`config.mk`:
```
export PLATFORM = sky130hd
export DESIGN_NAME = pulse_count_led_frame_serializer_core
export DESIGN_NICKNAME = d
export VERILOG_FILES = /design/src/design/pclfs_pkg.sv /design/src/design/pclfs_card_mem.sv /design/src/design/pclfs_sequencer.sv /design/src/design/pulse_count_led_frame_serializer_core.sv
export SDC_FILE = /design/constraint.sdc
export NUM_CORES = 1
export LEC_CHECK = 0
export BUFFER_PORTS_ARGS = -buffer_cell sky130_fd_sc_hd__buf_2
export CORE_MARGIN = 1.5
export CORE_UTILIZATION = 54
export CTS_CLUSTER_DIAMETER = 150
export DETAILED_ROUTE_END_ITERATION = 12
export PLACE_DENSITY = 0.7
export SYNTH_ARGS = -nofsm -noshare
export SYNTH_HDL_FRONTEND = slang
export SYNTH_SLANG_ARGS = --single-unit
```
`constraint.sdc`:
```
create_clock -name clk -period 4.37 [get_ports clk]
set_input_delay 0.874 -clock clk [delete_from_list [all_inputs] [get_ports clk]]
set_output_delay 0.874 -clock clk [all_outputs]
set_load 0.005 [all_outputs]
```
`src/design/pclfs_pkg.sv`:
```
`timescale 1ns / 1ps
// ----------------------------------------------------------------------------
// pclfs_pkg
// Shared types and constants of the LED card frame serializer: item
// structs, configuration register indexes and frame layout.
// ----------------------------------------------------------------------------
package pclfs_pkg;

	// sizes
	localparam int MAX_CARDS_DEF = 8;
	localparam int STACK_TOTAL   = 3;
	localparam int FRAME_BITS    = 48;
	localparam int COLOR_BITS    = 36;
	localparam int POS_W         = 6;
	localparam int SIZE_W        = 5;
	localparam int CFG_IDX_W     = 8;
	localparam int CFG_DATA_W    = 8;

	// frame header: 0x3A followed by the 0xA nibble
	localparam logic [11:0] FRAME_HDR = 12'h3AA;

	// reset value of the gap register
	localparam logic [7:0] GAP_RESET = 8'd16;

	// item kinds
	localparam logic REQ_WRITE = 1'b0;
	localparam logic REQ_TICK  = 1'b1;

	// configuration register indexes
	localparam logic [CFG_IDX_W-1:0] CFG_GAP_TICKS    = 8'd0;
	localparam logic [CFG_IDX_W-1:0] CFG_STACK0_CARDS = 8'd1;
	localparam logic [CFG_IDX_W-1:0] CFG_STACK1_CARDS = 8'd2;
	localparam logic [CFG_IDX_W-1:0] CFG_STACK2_CARDS = 8'd3;

	// stack line codes
	localparam logic [1:0] STACK0 = 2'd0;
	localparam logic [1:0] STACK1 = 2'd1;
	localparam logic [1:0] STACK2 = 2'd2;

	// input item
	typedef struct packed {
		logic        req_type;
		logic [1:0]  stack_sel;
		logic [2:0]  card_index;
		logic [11:0] red;
		logic [11:0] green;
		logic [11:0] blue;
	} req_item_t;

	// result item
	typedef struct packed {
		logic [1:0] stack_line;
		logic [1:0] pulse_count;
		logic       card_end;
		logic       stack_end;
	} res_item_t;

	// configuration registers
	typedef struct packed {
		logic [7:0] gap_ticks;
		logic [3:0] stack0_cards;
		logic [3:0] stack1_cards;
		logic [3:0] stack2_cards;
	} cfg_t;

	// per tick info from the sequencer, completed once the color is read
	typedef struct packed {
		logic [1:0]       stack_line;
		logic             bit_tick;
		logic [POS_W-1:0] pos;
		logic             card_end;
		logic             stack_end;
	} tick_info_t;

endpackage

```
`src/design/pclfs_card_mem.sv`:
```
`timescale 1ns / 1ps
// ----------------------------------------------------------------------------
// pclfs_card_mem
// Card color store: one write and one registered read port, with a valid
// bit per entry so that an entry not written since reset reads as zero.
// ----------------------------------------------------------------------------
module pclfs_card_mem #(
	parameter int MAX_CARDS = pclfs_pkg::MAX_CARDS_DEF
) (
	input  logic                                clk,
	input  logic                                arst_n,
	input  logic                                wr_en,
	input  logic [$clog2(3*MAX_CARDS)-1:0]      wr_addr,
	input  logic [pclfs_pkg::COLOR_BITS-1:0]    wr_data,
	input  logic                                rd_en,
	input  logic [$clog2(3*MAX_CARDS)-1:0]      rd_addr,
	output logic [pclfs_pkg::COLOR_BITS-1:0]    rd_data
);

	localparam int DEPTH = pclfs_pkg::STACK_TOTAL * MAX_CARDS;

	logic [pclfs_pkg::COLOR_BITS-1:0] mem [DEPTH];
	logic [DEPTH-1:0]                 valid_q;
	logic [pclfs_pkg::COLOR_BITS-1:0] rd_data_q;
	logic                             rd_valid_q;

	// storage array
	always_ff @(posedge clk) begin
		if (wr_en) begin
			mem[wr_addr] <= wr_data;
		end
		if (rd_en) begin
			rd_data_q <= mem[rd_addr];
		end
	end

	// valid bits, cleared at reset
	always_ff @(posedge clk or negedge arst_n) begin
		if (!arst_n) begin
			valid_q    <= '0;
			rd_valid_q <= 1'b0;
		end else begin
			if (wr_en) begin
				valid_q[wr_addr] <= 1'b1;
			end
			if (rd_en) begin
				rd_valid_q <= valid_q[rd_addr];
			end
		end
	end

	// unwritten entries read as zero
	assign rd_data = rd_valid_q ? rd_data_q : '0;

endmodule

```
`src/design/pclfs_sequencer.sv`:
```
`timescale 1ns / 1ps
// ----------------------------------------------------------------------------
// pclfs_sequencer
// Tick sequencer: walks stacks, cards, frame bits and gaps, and names the
// card whose colour the current tick needs.
// ----------------------------------------------------------------------------
module pclfs_sequencer #(
	parameter int MAX_CARDS = pclfs_pkg::MAX_CARDS_DEF
) (
	input  logic                              clk,
	input  logic                              arst_n,
	input  logic                              tick,
	input  pclfs_pkg::cfg_t                   cfg,
	output logic [$clog2(3*MAX_CARDS)-1:0]    rd_addr,
	output pclfs_pkg::tick_info_t             info
);

	localparam int AW = $clog2(3 * MAX_CARDS);
	localparam int IW = (MAX_CARDS > 1) ? $clog2(MAX_CARDS) : 1;
	localparam int SW = pclfs_pkg::SIZE_W;
	localparam int PW = pclfs_pkg::POS_W;
	localparam logic [PW-1:0] LAST_POS = PW'(pclfs_pkg::FRAME_BITS - 1);

	logic [1:0]    act_q, act_d;
	logic [IW-1:0] sent_q, sent_d;
	logic [PW-1:0] bitpos_q, bitpos_d;
	logic          in_gap_q, in_gap_d;
	logic [7:0]    gap_q, gap_d;
	logic          run_q, run_d;

	logic [3:0]    stk_cards;
	logic [SW-1:0] size;
	logic [PW-1:0] pos;
	logic [SW-1:0] sent_inc;
	logic [8:0]    gap_nx;

	// card count of the active stack, clamped to the store
	always_comb begin
		case (act_q)
			pclfs_pkg::STACK0: stk_cards = cfg.stack0_cards;
			pclfs_pkg::STACK1: stk_cards = cfg.stack1_cards;
			pclfs_pkg::STACK2: stk_cards = cfg.stack2_cards;
			default:           stk_cards = 4'd0;
		endcase
		size = (SW'(stk_cards) > SW'(MAX_CARDS)) ? SW'(MAX_CARDS) : SW'(stk_cards);
	end

	assign pos      = (bitpos_q < PW'(pclfs_pkg::FRAME_BITS)) ? bitpos_q : LAST_POS;
	assign sent_inc = SW'(sent_q) + SW'(1);
	assign gap_nx   = {1'b0, gap_q} + 9'd1;
	assign rd_addr  = AW'(act_q) * AW'(MAX_CARDS) + AW'(sent_q);

	// next state of the walk and the info for this tick
	always_comb begin
		act_d    = act_q;
		sent_d   = sent_q;
		bitpos_d = bitpos_q;
		in_gap_d = in_gap_q;
		gap_d    = gap_q;
		run_d    = run_q;
		info     = '0;
		info.pos = pos;
		if (!run_q) begin
			act_d    = (act_q < pclfs_pkg::STACK2) ? act_q + 2'd1 : pclfs_pkg::STACK0;
			sent_d   = '0;
			bitpos_d = '0;
			in_gap_d = 1'b0;
			gap_d    = '0;
			run_d    = 1'b1;
		end else if (size == '0) begin
			run_d          = 1'b0;
			info.stack_end = 1'b1;
		end else if (!in_gap_q) begin
			info.bit_tick = 1'b1;
			bitpos_d      = pos + PW'(1);
			if (pos == LAST_POS) begin
				info.card_end = 1'b1;
				if (sent_inc < size) begin
					sent_d   = sent_q + IW'(1);
					in_gap_d = 1'b1;
					gap_d    = '0;
				end else begin
					run_d          = 1'b0;
					info.stack_end = 1'b1;
				end
			end
		end else begin
			gap_d = gap_nx[7:0];
			if (gap_nx > {1'b0, cfg.gap_ticks}) begin
				in_gap_d = 1'b0;
				bitpos_d = '0;
			end
		end
		info.stack_line = act_d;
	end

	// walk state
	always_ff @(posedge clk or negedge arst_n) begin
		if (!arst_n) begin
			act_q    <= pclfs_pkg::STACK0;
			sent_q   <= '0;
			bitpos_q <= '0;
			in_gap_q <= 1'b0;
			gap_q    <= '0;
			run_q    <= 1'b1;
		end else if (tick) begin
			act_q    <= act_d;
			sent_q   <= sent_d;
			bitpos_q <= bitpos_d;
			in_gap_q <= in_gap_d;
			gap_q    <= gap_d;
			run_q    <= run_d;
		end
	end

endmodule

```
`src/design/pulse_count_led_frame_serializer_core.sv`:
```
`timescale 1ns / 1ps
// ----------------------------------------------------------------------------
// pulse_count_led_frame_serializer_core
// Three-stack LED card frame serializer with a card color store.
// ----------------------------------------------------------------------------
// Usage:
//   req channel (req_valid / req_stall / req): a write item stores the color
//   of one card and gives no result; a tick item gives exactly one result on
//   the res channel (res_valid / res_stall / res) naming the stack line, the
//   pulse count of the bit and the card and stack end marks.
//   cfg channel (cfg_valid / cfg_ready / cfg_index / cfg_data) sets the gap
//   length and the card count of each stack; cfg_ready is always high. The
//   user must write while the block is idle; the block does not enforce it.
//   The accepting edge loads the color read and the tick info into stage
//   one, and stage one loads the output register once that is free, raising
//   res_valid. Throughput: one item per cycle while req_stall is low, set by
//   the single read and single write port of the color store.
//   Reset clears every card color to zero (per entry valid bits, no sweep),
//   the walk restarts on stack zero and the gap register returns to 16.
//   When the receiver stalls, the output register holds its result and one
//   more tick result waits behind it; with both full, req_stall rises.
// ----------------------------------------------------------------------------
module pulse_count_led_frame_serializer_core #(
	parameter int MAX_CARDS = pclfs_pkg::MAX_CARDS_DEF
) (
	input  logic                                clk,
	input  logic                                arst_n,
	input  logic                                req_valid,
	output logic                                req_stall,
	input  pclfs_pkg::req_item_t                req,
	output logic                                res_valid,
	input  logic                                res_stall,
	output pclfs_pkg::res_item_t                res,
	input  logic                                cfg_valid,
	output logic                                cfg_ready,
	input  logic [pclfs_pkg::CFG_IDX_W-1:0]     cfg_index,
	input  logic [pclfs_pkg::CFG_DATA_W-1:0]    cfg_data
);

	localparam int AW = $clog2(3 * MAX_CARDS);
	localparam int FB = pclfs_pkg::FRAME_BITS;
	localparam int PW = pclfs_pkg::POS_W;

	pclfs_pkg::cfg_t       cfg_q;
	pclfs_pkg::tick_info_t info, info_s1;
	pclfs_pkg::res_item_t  res_q;

	logic                             accept, tick_acc, wr_en;
	logic [AW-1:0]                    wr_addr, rd_addr;
	logic [pclfs_pkg::COLOR_BITS-1:0] rd_data;
	logic                             s1_valid_q, res_valid_q;
	logic                             s2_free, s1_adv;
	logic [FB-1:0]                    frame;
	logic [PW-1:0]                    bit_idx;
	logic                             frame_bit;
	logic [1:0]                       pulses;

	// configuration registers
	assign cfg_ready = 1'b1;

	always_ff @(posedge clk or negedge arst_n) begin
		if (!arst_n) begin
			cfg_q.gap_ticks    <= pclfs_pkg::GAP_RESET;
			cfg_q.stack0_cards <= 4'd0;
			cfg_q.stack1_cards <= 4'd0;
			cfg_q.stack2_cards <= 4'd0;
		end else if (cfg_valid && cfg_ready) begin
			case (cfg_index)
				pclfs_pkg::CFG_GAP_TICKS:    cfg_q.gap_ticks    <= cfg_data;
				pclfs_pkg::CFG_STACK0_CARDS: cfg_q.stack0_cards <= cfg_data[3:0];
				pclfs_pkg::CFG_STACK1_CARDS: cfg_q.stack1_cards <= cfg_data[3:0];
				pclfs_pkg::CFG_STACK2_CARDS: cfg_q.stack2_cards <= cfg_data[3:0];
				default: ;
			endcase
		end
	end

	// handshake and flow control
	assign s2_free   = !res_valid_q || !res_stall;
	assign s1_adv    = s1_valid_q && s2_free;
	assign req_stall = s1_valid_q && !s2_free;
	assign accept    = req_valid && !req_stall;
	assign tick_acc  = accept && (req.req_type == pclfs_pkg::REQ_TICK);

	// write decode: stack three and cards past the store are dropped
	assign wr_en = accept && (req.req_type == pclfs_pkg::REQ_WRITE)
		&& (req.stack_sel < 2'(pclfs_pkg::STACK_TOTAL))
		&& (5'(req.card_index) < 5'(MAX_CARDS));
	assign wr_addr = AW'(req.stack_sel) * AW'(MAX_CARDS) + AW'(req.card_index);

	pclfs_card_mem #(
		.MAX_CARDS (MAX_CARDS)
	) u_mem (
		.clk     (clk),
		.arst_n  (arst_n),
		.wr_en   (wr_en),
		.wr_addr (wr_addr),
		.wr_data ({req.red, req.green, req.blue}),
		.rd_en   (tick_acc),
		.rd_addr (rd_addr),
		.rd_data (rd_data)
	);

	pclfs_sequencer #(
		.MAX_CARDS (MAX_CARDS)
	) u_seq (
		.clk     (clk),
		.arst_n  (arst_n),
		.tick    (tick_acc),
		.cfg     (cfg_q),
		.rd_addr (rd_addr),
		.info    (info)
	);

	// stage one: tick info waits for the color read
	always_ff @(posedge clk or negedge arst_n) begin
		if (!arst_n) begin
			s1_valid_q <= 1'b0;
		end else if (tick_acc) begin
			s1_valid_q <= 1'b1;
		end else if (s1_adv) begin
			s1_valid_q <= 1'b0;
		end
	end

	always_ff @(posedge clk) begin
		if (tick_acc) begin
			info_s1 <= info;
		end
	end

	// pick the frame bit, most significant first
	assign frame     = {pclfs_pkg::FRAME_HDR, rd_data};
	assign bit_idx   = PW'(FB - 1) - info_s1.pos;
	assign frame_bit = frame[bit_idx];
	assign pulses    = info_s1.bit_tick ? (frame_bit ? 2'd2 : 2'd1) : 2'd0;

	// output register
	always_ff @(posedge clk or negedge arst_n) begin
		if (!arst_n) begin
			res_valid_q <= 1'b0;
		end else if (s1_adv) begin
			res_valid_q <= 1'b1;
		end else if (!res_stall) begin
			res_valid_q <= 1'b0;
		end
	end

	always_ff @(posedge clk) begin
		if (s1_adv) begin
			res_q.stack_line  <= info_s1.stack_line;
			res_q.pulse_count <= pulses;
			res_q.card_end    <= info_s1.card_end;
			res_q.stack_end   <= info_s1.stack_end;
		end
	end

	assign res_valid = res_valid_q;
	assign res       = res_q;

	// checks
	a_tick_fills_s1 : assert property (@(posedge clk) disable iff (!arst_n)
		tick_acc |=> s1_valid_q)
		else $error("accepted tick did not reach stage one");

	a_write_no_result : assert property (@(posedge clk) disable iff (!arst_n)
		(accept && (req.req_type == pclfs_pkg::REQ_WRITE) && !s1_valid_q) |=> !s1_valid_q)
		else $error("write item produced a result");

	a_card_end_has_pulse : assert property (@(posedge clk) disable iff (!arst_n)
		(res_valid && res.card_end) |-> (res.pulse_count != 2'd0))
		else $error("card end on a quiet tick");

	a_pulse_range : assert property (@(posedge clk) disable iff (!arst_n)
		res_valid |-> (res.pulse_count != 2'd3))
		else $error("pulse count out of range");

endmodule

```
==> flow_summary.ini <==
[sta]
timing.setup.tns_ns = 0
whs_ns = 0.4038
setup_viol_count_final = 0
timing.final.hold_violations = 0
timing.max_slew.rel_slack = 0.3295
unrepaired_setup_endpoints_after_global_routing = false
final_max_slew_viols = 0
post_route_clock_period_utilization = 0.7017
max_clock_freq_ghz = 0.3261
fin_worst_skew_ns = 0.01838
period_minus_slack_ns = 3.066
max_slew.worst_pin.slew_ns = 1.006

[logic_synthesis]
dominantRegCellSynth = edfxtp_1
synth_area_um2 = 38530
postSynthAreaPerCell_um2 = 21.90
synth.lib_cells_used.distinct = 69
number_of_enable_type_register_cells_in_the_synthesized_netlist = 917
postSynthRegisterBits = 985
syn_nets = 1836
synth.yosys.warnings = 0
syn-instance-count = 1759
synth-seq-area-share = 0.7590
ys_async_sr_fraction = 0.06904

[pwr]
p_leak_uw = 0.01469
ir_drop_v = 0.0004702
power.density_cell_area_nw_per_um2 = 576.7

[setup_path]
critical_path.max_fanout = 11
timing.rr.end = u_seq.bitpos_q[3]
launching_point_of_the_worst_reg2reg_path = u_seq.gap_q[0]
setup.worst_path.start_class = flip-flop
setup.worst_path.class = reg -> reg
arrival_ns = 3.60
crit_required_ns = 4.90
end_kind = flip-flop
ff2ff_path_depth = 11
ff_to_ff_setup_slack_ns = 1.30

[outcome]
run_status = finished, final reports clean

[floorplan]
num_io_pins = 72
start_util = 0.5482
placementRows = 97
floorplan.die.height_um = 270.1
core_area_um2 = 70270
dieArea_um2 = 72950
chipWidth_um = 270.1

[detailed_routing]
drt_pass_1_iters = 5
ant_nets = 0
wl_per_cell_um = 27.92
met3_wirelength_mm = 5.163
route.vias.total = 17960
post-route-drc-count = 0
total_detailed_routing_wirelength_mm = 81.22
number_of_drc_markers_after_the_initial_detailed_route_iteration = 1729
detail_route.vias_per_cell = 6.175
route.met2.wl_mm = 40.48
maxUsedRoutingLayer = met4
met1_length_mm = 33.50

[clock_tree]
cts_resized = 0
clkTransAtPathRegs_ns = 0.06
clk-insertion-delay-late_ns = 0.65
cts_max_path_buffers = 3
cts.htree.levels = 3
post_cts_setup_driven_buffer_insertion_count = 0
cts_root_buf = clkbuf_16
cts_tree = yes
numCtsBuffers = 97
cts_hold_buf = 0
clock_sink_count = 985

[layout]
syn2layout_area_growth_pct = 12.83
final_layout_size_suffix_gt1_frac = 0.2949
finish.utilization = 0.6186
fin_nets = 1968

[global_route]
grtUsageTotal = 0.2282
grt_pass1_vias = 18730
antenna_found_initial = 4
gr-total-overflow = 0
grt_max_degree = 119
grt_first_pass_wirelength_mm = 122.3

[placed_design]
number_of_buffers_added_on_ports = 70
globalplace.congestion = 0.7819
dpl.hpwl_mm = 47.53

[flow_run]
maxCapViolCount = 0

[worst_hold_path]
hold_path_class = in -> async
[worst max path at each step]
stage	to	cells after the start	startpoint	slack, ns
CTS	u_seq.bitpos_q[3]	11	u_seq.gap_q[0]	1.30
detailed placement	u_mem.mem[6][14]	8	res_stall	1.24
global route	u_seq.bitpos_q[3]	11	u_seq.gap_q[0]	0.98
global placement	u_mem.mem[15][10]	8	res_stall	1.25
floorplan	u_mem.mem[10][0]	5	res_stall	0.83
finish	u_seq.bitpos_q[3]	11	u_seq.gap_q[0]	1.30
[critical path, stage by stage (launching register included)]
cell and delay, ns:
dfrtp_1 0.44, ha_1 0.27, and2_1 0.17, nand2_1 0.07, xnor2_1 0.16, ha_1 0.32
nand4_1 0.13, o221ai_1 0.21, o21ai_0 0.15, a211oi_2 0.61, o21ai_0 0.19, a32o_1 0.24
[placed cells by master, fill, tap and decap left out, drive strengths merged, types with 14 or more instances in the layout]
master,n
mux2,24
clkinv,33
nor2,39
edfxtp,917
buf,121
mux4,259
dfrtp,66
or2,27
clkbuf,126
ha,14
o21ai,58
nand2,85
inv,18
mux2i,52
[per-layer routing]
layer,global-route usage,vias to the layer above
met3,0.04312,122
met2,0.3667,636
met1,0.3225,9591
met4,0.06815,0
met5,0,-
li1,-,7614
[synth_stat cells (all sizes together), types with 5 or more instances]
cell type / count / area, um^2
mux2i: 52 / 520.5
or2: 27 / 168.9
nand3b: 5 / 37.54
nand2b: 6 / 45.04
mux2: 24 / 270.3
clkbuf: 27 / 101.4
nor2b: 6 / 40.04
dfrtp: 66 / 1652
a22oi: 5 / 51.30
o21ai: 58 / 294.0
buf: 61 / 424.2
ha: 14 / 175.2
inv: 13 / 48.80
nand3: 12 / 60.06
nand2: 85 / 319.1
a21oi: 9 / 45.04
nor2: 39 / 146.4
edfxtp: 917 / 27540
mux4: 259 / 5946
nand4: 10 / 62.56
[registers in the layout, indices dropped and copies added, names as in the netlist]
name              cells
u_seq.act_q           2
u_seq.bitpos_q        6
s1_valid_q            1
cfg_q                20
u_mem.rd_valid_q      1
info_s1              11
res                   6
u_mem.mem           864
res_valid             1
u_seq.gap_q           8
u_mem.valid_q        24
u_mem.rd_data_q      36
u_seq.in_gap_q        1
u_seq.sent_q          3
u_seq.run_q           1
[area by class of cell]
type,count,area [um^2]
multi-input combinational,673,8891
inverter,13,48.80
clock inverter,49,514.2
timing repair buffer,121,970.9
tap,940,1176
antenna,2,5.005
fill,4728,26800
clock buffer,126,2608
sequential,985,29260
[logic make-up after synthesis]
kind of cell	count (synthesis)	share of synthesized area
simple gates	207	0.02709
xor+xnor	8	0.001819
flops	985	0.7590
compound gates	108	0.01770
mux	335	0.1749
buf+inv	101	0.01491
fa+ha+maj	14	0.004547
other cells	1	0.00009734
[power breakdown]
group          switching, uW  total (uW)  leakage [uW]  internal (uW)
registers                394       11100       0.00912          10700
clock network           3450        8150       0.00152           4700
logic                   2890        5790       0.00404           2890
total                   6730       25100        0.0147          18300
[metrics by stage]
| step | total power, uW | setup WS [ns] | cells | instance area, um^2 |
|---|---|---|---|---|
| after global routing | 26000 | 0.9777 | 2907 | 43460 |
| after detailed placement | 17180 | 1.237 | 2732 | 40340 |
| final | 25070 | 1.304 | 2909 | 43470 |
| after floorplan | 15610 | 0.8332 | 1759 | 38530 |
| after global placement | 17110 | 1.251 | 2732 | 40340 |
| after CTS | 25300 | 1.298 | 2907 | 43460 |
(Power assumes the default switching activity.)
